## src/hw/rtl/coo_spmv_pkg.sv

```systemverilog
`timescale 1ns / 1ps
// shared types and constants for the coo sparse matrix-vector multiply block
// no dependencies; used by the channel interfaces, the divider and the top level
package coo_spmv_pkg;

   // fixed field widths
   localparam int MODE_W    = 2;
   localparam int COL_IDX_W = 6;
   localparam int ROW_IDX_W = 6;
   localparam int VAL_W     = 32;
   localparam int CFG_W     = 7;
   localparam int DATA_W    = 32;
   localparam int ADDR_W    = 3;

   // item modes
   typedef enum logic [MODE_W-1:0] {
      MODE_VECTOR  = 2'd0,
      MODE_MATRIX  = 2'd1,
      MODE_COMPUTE = 2'd2
   } mode_type;

   // register indexes, taken from paddr[ADDR_W-1]
   localparam logic [0:0] REG_ROW_COUNT = 1'b0;
   localparam logic [0:0] REG_COL_COUNT = 1'b1;

   localparam logic [CFG_W-1:0] ROW_COUNT_RESET = 7'd10;
   localparam logic [CFG_W-1:0] COL_COUNT_RESET = 7'd10;

   // divider status toward the top level
   typedef struct packed {
      logic busy;
      logic done;
   } div_status_type;

endpackage

```

## src/hw/rtl/coo_spmv_div.sv

```systemverilog
`timescale 1ns / 1ps
// restoring divider, one quotient bit per cycle
// depends on coo_spmv_pkg for the status struct
module coo_spmv_div #(
   parameter int NUM_W = 13,
   parameter int DEN_W = 7
) (
   input  logic                         clock,
   input  logic                         reset,
   input  logic                         start,
   input  logic [NUM_W-1:0]             num,
   input  logic [DEN_W-1:0]             den,
   output coo_spmv_pkg::div_status_type status,
   output logic [NUM_W-1:0]             quo,
   output logic [DEN_W-1:0]             rem
);

   localparam int STEP_W = $clog2(NUM_W + 1);

   logic [NUM_W-1:0]  quo_ff, quo_in;
   logic [DEN_W-1:0]  rem_ff, rem_in;
   logic [DEN_W-1:0]  den_ff, den_in;
   logic [STEP_W-1:0] step_ff, step_in;
   logic              busy_ff, busy_in;
   logic              done_ff, done_in;
   logic [DEN_W:0]    rem_sh;
   logic [DEN_W+1:0]  diff;

   always_comb begin
      rem_sh  = {rem_ff, quo_ff[NUM_W-1]};
      diff    = (DEN_W+2)'(rem_sh) - (DEN_W+2)'(den_ff);
      quo_in  = quo_ff;
      rem_in  = rem_ff;
      den_in  = den_ff;
      step_in = step_ff;
      busy_in = busy_ff;
      done_in = 1'b0;
      if (start) begin
         quo_in  = num;
         rem_in  = '0;
         den_in  = den;
         step_in = STEP_W'(NUM_W);
         busy_in = 1'b1;
      end else if (busy_ff) begin
         quo_in  = {quo_ff[NUM_W-2:0], ~diff[DEN_W+1]};
         rem_in  = diff[DEN_W+1] ? rem_sh[DEN_W-1:0] : diff[DEN_W-1:0];
         step_in = step_ff - STEP_W'(1);
         if (step_ff == STEP_W'(1)) begin
            busy_in = 1'b0;
            done_in = 1'b1;
         end
      end
   end

   always_ff @(posedge clock) begin
      if (reset) begin
         busy_ff <= 1'b0;
         done_ff <= 1'b0;
         step_ff <= '0;
      end else begin
         busy_ff <= busy_in;
         done_ff <= done_in;
         step_ff <= step_in;
      end
   end

   // datapath, no reset
   always_ff @(posedge clock) begin
      quo_ff <= quo_in;
      rem_ff <= rem_in;
      den_ff <= den_in;
   end

   assign status.busy = busy_ff;
   assign status.done = done_ff;
   assign quo         = quo_ff;
   assign rem         = rem_ff;

endmodule

```

## config.mk

```make
export PLATFORM = sky130hd
export DESIGN_NAME = coo_spmv_div
export DESIGN_NICKNAME = d
export VERILOG_FILES = /design/src/hw/rtl/coo_spmv_pkg.sv /design/src/hw/rtl/coo_spmv_div.sv
export SDC_FILE = /design/constraint.sdc
export NUM_CORES = 1
export LEC_CHECK = 0
export BUFFER_PORTS_ARGS = -buffer_cell sky130_fd_sc_hd__buf_2
export CAP_MARGIN = 0
export CELL_PAD_IN_SITES_DETAIL_PLACEMENT = 1
export CELL_PAD_IN_SITES_GLOBAL_PLACEMENT = 2
export CORE_MARGIN = 2
export CORE_UTILIZATION = 36
export DETAILED_ROUTE_END_ITERATION = 16
export GPL_TIMING_DRIVEN = 0
export PLACE_DENSITY_LB_ADDON = 0.1
export SLEW_MARGIN = 20
export SYNTH_ARGS = -nofsm -noshare
export SYNTH_HDL_FRONTEND = slang
export SYNTH_SLANG_ARGS = --single-unit
export TNS_END_PERCENT = 20
```

## constraint.sdc

```tcl
create_clock -name clock -period 3.1 [get_ports clock]
set_input_delay 0.62 -clock clock [delete_from_list [all_inputs] [get_ports clock]]
set_output_delay 0.62 -clock clock [all_outputs]
set_load 0.01 [all_outputs]
```

==> results of run 1 <==
critical path, delay by kind of cell, from the launching register on:
family	cells	cell delay [ns]
adder cells (fa/ha/maj)	2	0.62
flip-flops	1	0.34
buffers and inverters	1	0.05
AND/OR/NAND/NOR	2	0.61
AO/OA/AOI/OAI	3	0.59
cell type report:
cell class	count	share of cell area
Sequential cell	33	0.4026
Timing Repair Buffer	44	0.1030
Tap cell	54	0.03160
Buffer	7	0.03335
Clock inverter	1	0.003511
Inverter	13	0.02282
Clock buffer	7	0.05032
Multi-Input combinational cell	96	0.3528
where the power goes:
part	switching [µW]	internal (µW)
logic	134	117
clock network	168	229
registers	26.2	512
total	329	858
cell usage after synthesis, drive strengths merged:
cell type / count
a311oi: 3
xnor2: 2
mux2: 13
a221oi: 1
o21a: 1
a2111oi: 1
nor3b: 1
buf: 3
nor3: 1
nor2: 23
clkbuf: 4
nand2b: 3
o311ai: 1
or2: 1
nor2b: 2
ha: 9
or3: 1
mux2i: 4
o21ai: 5
dfxtp: 13
fa: 1
inv: 13
a21oi: 5
o21bai: 1
a211oi: 3
and3: 1
or4b: 1
xor2: 3
nand2: 5
edfxtp: 20
a21o: 1
nand4b: 1
nor4b: 2
placed cells by master (no fill, tap or decap), drive strengths merged, types with 2 or more instances in the layout:
cell / count
a21oi: 5
dfxtp: 13
inv: 13
nor2b: 2
xnor2: 2
xor2: 3
a311oi: 3
mux2i: 4
nand2b: 3
ha: 9
mux2: 13
buf: 47
a211oi: 3
edfxtp: 20
o21ai: 5
clkbuf: 11
nor2: 23
nor4b: 2
nand2: 5
flip-flops by register name, summed over array words and instances (netlist names):
| name | flops |
|---|---|
| step_ff | 4 |
| den_ff | 7 |
| rem | 7 |
| busy_ff | 1 |
| done_ff | 1 |
| quo | 13 |
kinds of logic (layout without fill, tap and decap cells):
family,Yosys count,in the layout,synth area share
buf+inv,20,72,0.06921
mux,17,17,0.1074
flops,33,33,0.4960
compound gates,22,22,0.1067
xor+xnor,5,5,0.02524
fa+ha+maj,10,10,0.07643
simple gates,42,42,0.1190
metal layers:
metal,global-route usage,wire length (µm)
met3,0.04252,143
met2,0.2763,1902
met4,0.06061,59
met1,0.1931,1642
met5,0,0
how the worst min path moves through the flow:
stage	from	endpoint	slack (ns)	cells after the start
after detailed placement	rem[4]	rem[5]	0.52	2
after CTS	den[3]	den_ff[3]	0.49	1
after global routing	den[2]	den_ff[2]	0.49	1
final	den[1]	den_ff[1]	0.51	1
after floorplan	step_ff[1]	step_ff[1]	0.48	2
after global placement	step_ff[1]	step_ff[1]	0.49	2
through the flow:
step | hold WS, ns | area [µm²] | setup slack (ns) | cells | utilization
3_5_place_dp | 0.5170 | 2023 | 0.7938 | 247 | 0.4312
6_report | 0.5071 | 2138 | 0.7945 | 255 | 0.4557
5_1_grt | 0.4904 | 2138 | 0.6356 | 255 | 0.4557
3_3_place_gp | 0.4950 | 2023 | 0.8234 | 247 | 0.4312
4_1_cts | 0.4903 | 2138 | 0.7655 | 255 | 0.4557
2_1_floorplan | 0.4770 | 1735 | 0.9299 | 149 | -
==> results.yml, run 1 <==
run_status:
  outcome: "completed"
critical_path:
  timing.rr.start: "quo[12]"
  worstSetupStartpointType: "register"
  cp-startpoint: "quo[12]"
  required_ns: 3.30
  criticalPathCategory: "register to register"
  r2r-end: "rem[4]"
  cp-end-kind: "register"
  crit_end: "rem[4]"
  path_max_fanout: 10
  slowest_stage: "fa_1"
  worst_path_largest_cell_delay_ns: 0.41
  crit_arrival_ns: 2.50
  path_cells: "inv_1 -> ha_1 -> fa_1 -> nand2b_1 -> a21oi_4 -> o21ai_4 -> or3_1 -> a311oi_2"
  ff2ff_path_depth: 8
  rrSetupSlack_ns: 0.79
place:
  io_buffers: 44
  place_congestion: 0.6754
  hpwl_um: 2877
logic_synthesis:
  synth_area_leaders: "edfxtp_1 (35%), dfxtp_1 (15%), mux2_2 (8.4%), ha_1 (6.5%), nor2_1 (4.8%)"
  synth.top_cell.area_share: 0.3461
  synthesis.area_um2: 1735
  yosysTopAreaCell: "edfxtp_1"
  synthesis.instances: 149
  ys_warn_count: 0
  synth_cell_types: 40
  syn_nets: 182
  ys_ff_latch: 33
  avgSynthCellArea_um2: 11.65
  ys_seq_area_frac: 0.4960
clocking:
  cts.sinks: 33
  cts-root-buf: "clkbuf_8"
  ctsHoldBuffers: 0
  cts_tree: "done"
  htree_levels: 2
  post_cts_resized: 0
  clk_latency_ns: 0.29
  clkTransAtPathRegs_ns: 0.07
  clock_path_buffers: 2
  cts_buffers: 5
  cts_setup_buffers: 0
global_route:
  grt_use_total: 0.1611
  grt_pass1_vias: 1355
  antenna_found_initial: 0
  grt_start_max_net_pins: 14
  grt_overflow: 0
  grt_pass1_wl_um: 6465
layout:
  insertedDiodeCount: 0
  num-fill-cells: 536
  nNetsFinal: 233
  layout-drive-gt1-share: 0.3930
  regArea_um2: 860.8
  multi_input_area_um2: 754.5
  syn_to_final_growth_pct: 23.22
die:
  die_w_um: 73.43
  initial_utilization: 0.3699
  ios: 45
  fp-row-count: 25
  core_area_um2: 4692
  dieHeight_um: 73.43
  dieArea_um2: 5392
sta:
  skew_ns: 0.01308
  worst_slew_pin_slew_ns: 0.4541
  max_freq_mhz: 433.7
  finalCritPeriodShare: 0.7437
  setup_viol: 0
  fin_crit_ns: 2.306
  report.final.slew_viol_count: 0
  finalHoldViolations: 0
  relSlewSlack: 0.6972
  setup_tns_ns: 0
  grt_setup_unrepaired: "no"
route:
  ant_nets: 0
  drc_errors: 0
  firstDrtPassIters: 4
  wl_per_cell_um: 14.70
  vias_per_cell: 4.933
  wl_um: 3748
  drt_iter0_drc: 40
  num_vias: 1258
pwr:
  p_leak_uw: 0.0009419
  power_density_nw_per_um2: 555.0
  power.total_uw: 1187
  ir_drop_mv: 0.2881
flow_run:
  drv_cap: 0
worst_hold_path:
  hold_class: "primary input to register"
No activity file was read; power rests on OpenSTA's default activity.
==> inputs of run 2 (changes only) <==
- CORE_UTILIZATION: 36 -> 33
- clock period: 3.1 -> 2.2 ns (I/O delays scaled with it)
==> results.yml, run 2 (synthesis gave the netlist of run 1 again) <==
clocking:
  clk_latency_ns: 0.28
  clkTransAtPathRegs_ns: 0.07
  cts-root-buf: "clkbuf_8"
  htree_levels: 2
  cts_tree: "done"
  cts_buffers: 5
  ctsHoldBuffers: 0
  cts.sinks: 33
  clock_path_buffers: 2
die:
  dieHeight_um: 76.52
  dieArea_um2: 5855
  fp-row-count: 26
  core_area_um2: 5075
  initial_utilization: 0.3420
  die_w_um: 76.52
  ios: 45
sta:
  fin_crit_ns: 2.040
  max_freq_mhz: 490.1
  skew_ns: 0.007110
  finalHoldViolations: 0
  finalCritPeriodShare: 0.9274
  relSlewSlack: 0.7090
  report.final.slew_viol_count: 0
  worst_slew_pin_slew_ns: 0.4365
  setup_viol: 0
  timing.final.ws_setup_ns: 0.1597
  setup_tns_ns: 0
layout:
  layout-drive-gt1-share: 0.4236
  insertedDiodeCount: 0
  largest_reg_flops: 13
  final_common_cell: "buf_2"
  most-common-layout-cells: "buf_2 (44), nor2_1 (22), edfxtp_1 (20)"
  fin_cells: 273
  nNetsFinal: 235
  syn_to_final_growth_pct: 26.03
  final_util: 0.4310
global_route:
  antenna_found_initial: 0
  grt_pass1_vias: 1318
  grt_pass1_wl_um: 6348
  grt_use_total: 0.1394
  grt_start_max_net_pins: 14
  grt_overflow: 0
critical_path:
  path_max_fanout: 6
  ff2ff_path_depth: 7
  criticalPathCategory: "register to register"
  required_ns: 2.39
  crit_arrival_ns: 2.23
  crit_end: "rem[1]"
  cp-end-kind: "register"
  path_cells: "ha_4 -> fa_2 -> nand2b_4 -> a21oi_4 -> o21ai_4 -> or4b_1 -> o311ai_1"
  worst_path_largest_cell_delay_ns: 0.47
  worstSetupStartpointType: "register"
  cp-startpoint: "den_ff[0]"
  rrSetupSlack_ns: 0.16
  timing.rr.start: "den_ff[0]"
  r2r-end: "rem[1]"
  slowest_stage: "or4b_1"
pwr:
  power.total_uw: 1643
  p_leak_uw: 0.0009566
  ir_drop_mv: 0.3556
  power_density_nw_per_um2: 751.4
flow_run:
  drv_cap: 0
place:
  hpwl_um: 2869
  place_congestion: 0.6936
  post-place-ws_ns: -0.07538
  io_buffers: 44
  placed_cells: 263
route:
  wl_per_cell_um: 13.92
  ant_nets: 0
  drt_iter0_drc: 60
  drc_errors: 0
  wl_um: 3799
  firstDrtPassIters: 4
  vias_per_cell: 4.637
  num_vias: 1266
run_status:
  outcome: "completed"
worst_hold_path:
  hold_class: "primary input to register"
-- run 2: changes by cell type in the layout (fill, tap and decap cells not counted), sizes merged --
cell | previous run | this run
buf | 47 | 49
clkinv | 0 | 1
clkinvlp | 1 | 0
-- run 2: worst max-delay path: cells and delay by family, from the launching register on --
| kind | cells | cell delay (ns) |
|---|---|---|
| AOI/OAI and AO/OA | 3 | 0.38 |
| adders and majority gates | 2 | 0.52 |
| and+or+nand+nor | 2 | 0.63 |
| DFF | 1 | 0.41 |
-- run 2: area by class of cell --
type,count,area (µm²)
fill,614,2888
clock buffer,7,96.34
sequential,33,860.8
tap,70,87.58
inverter,13,48.80
timing repair buffer,46,235.2
multi-input combinational,96,782.0
clock inverter,1,5.005
buffer,7,71.32
-- run 2: how the worst min path moves through the flow --
stage,slack [ns],start,end,depth (start not counted)
final,0.33,den[0],den_ff[0],1
after detailed placement,0.51,step_ff[1],step_ff[1],2
after floorplan,0.48,step_ff[1],step_ff[1],2
after global routing,0.31,den[3],den_ff[3],1
after global placement,0.50,step_ff[1],step_ff[1],2
after CTS,0.32,den[3],den_ff[3],1
-- run 2: power breakdown --
group	internal (µW)	total [µW]	switching, µW
sequential	721	760	38.3
combinational	181	376	195
clock	283	508	225
-- run 2: per-layer routing --
layer	share of wire	wire, µm	global-route usage	up-vias
li1	-	-	-	630
met1	0.46	1733	0.1695	604
met2	0.49	1853	0.2319	26
met3	0.039	148	0.04147	6
met4	0.017	63	0.05455	0
met5	0	0	0	-
-- run 2: repair_timing --
item | 4_1_cts | 5_1_grt
gates resized for setup | 2 | 5
buffers inserted | 2 | 0
cloned | 0 | 0
pin swaps | 2 | 3
setup endpoints to repair | 2 | 3
-- run 2: metrics by stage --
step | hold slack [ns] | cell area [µm²]
after CTS | 0.3158 | 2170
after detailed placement | 0.5130 | 2043
final | 0.3308 | 2187
after global placement | 0.4993 | 2043
after global routing | 0.3142 | 2187
after floorplan | 0.4770 | 1735
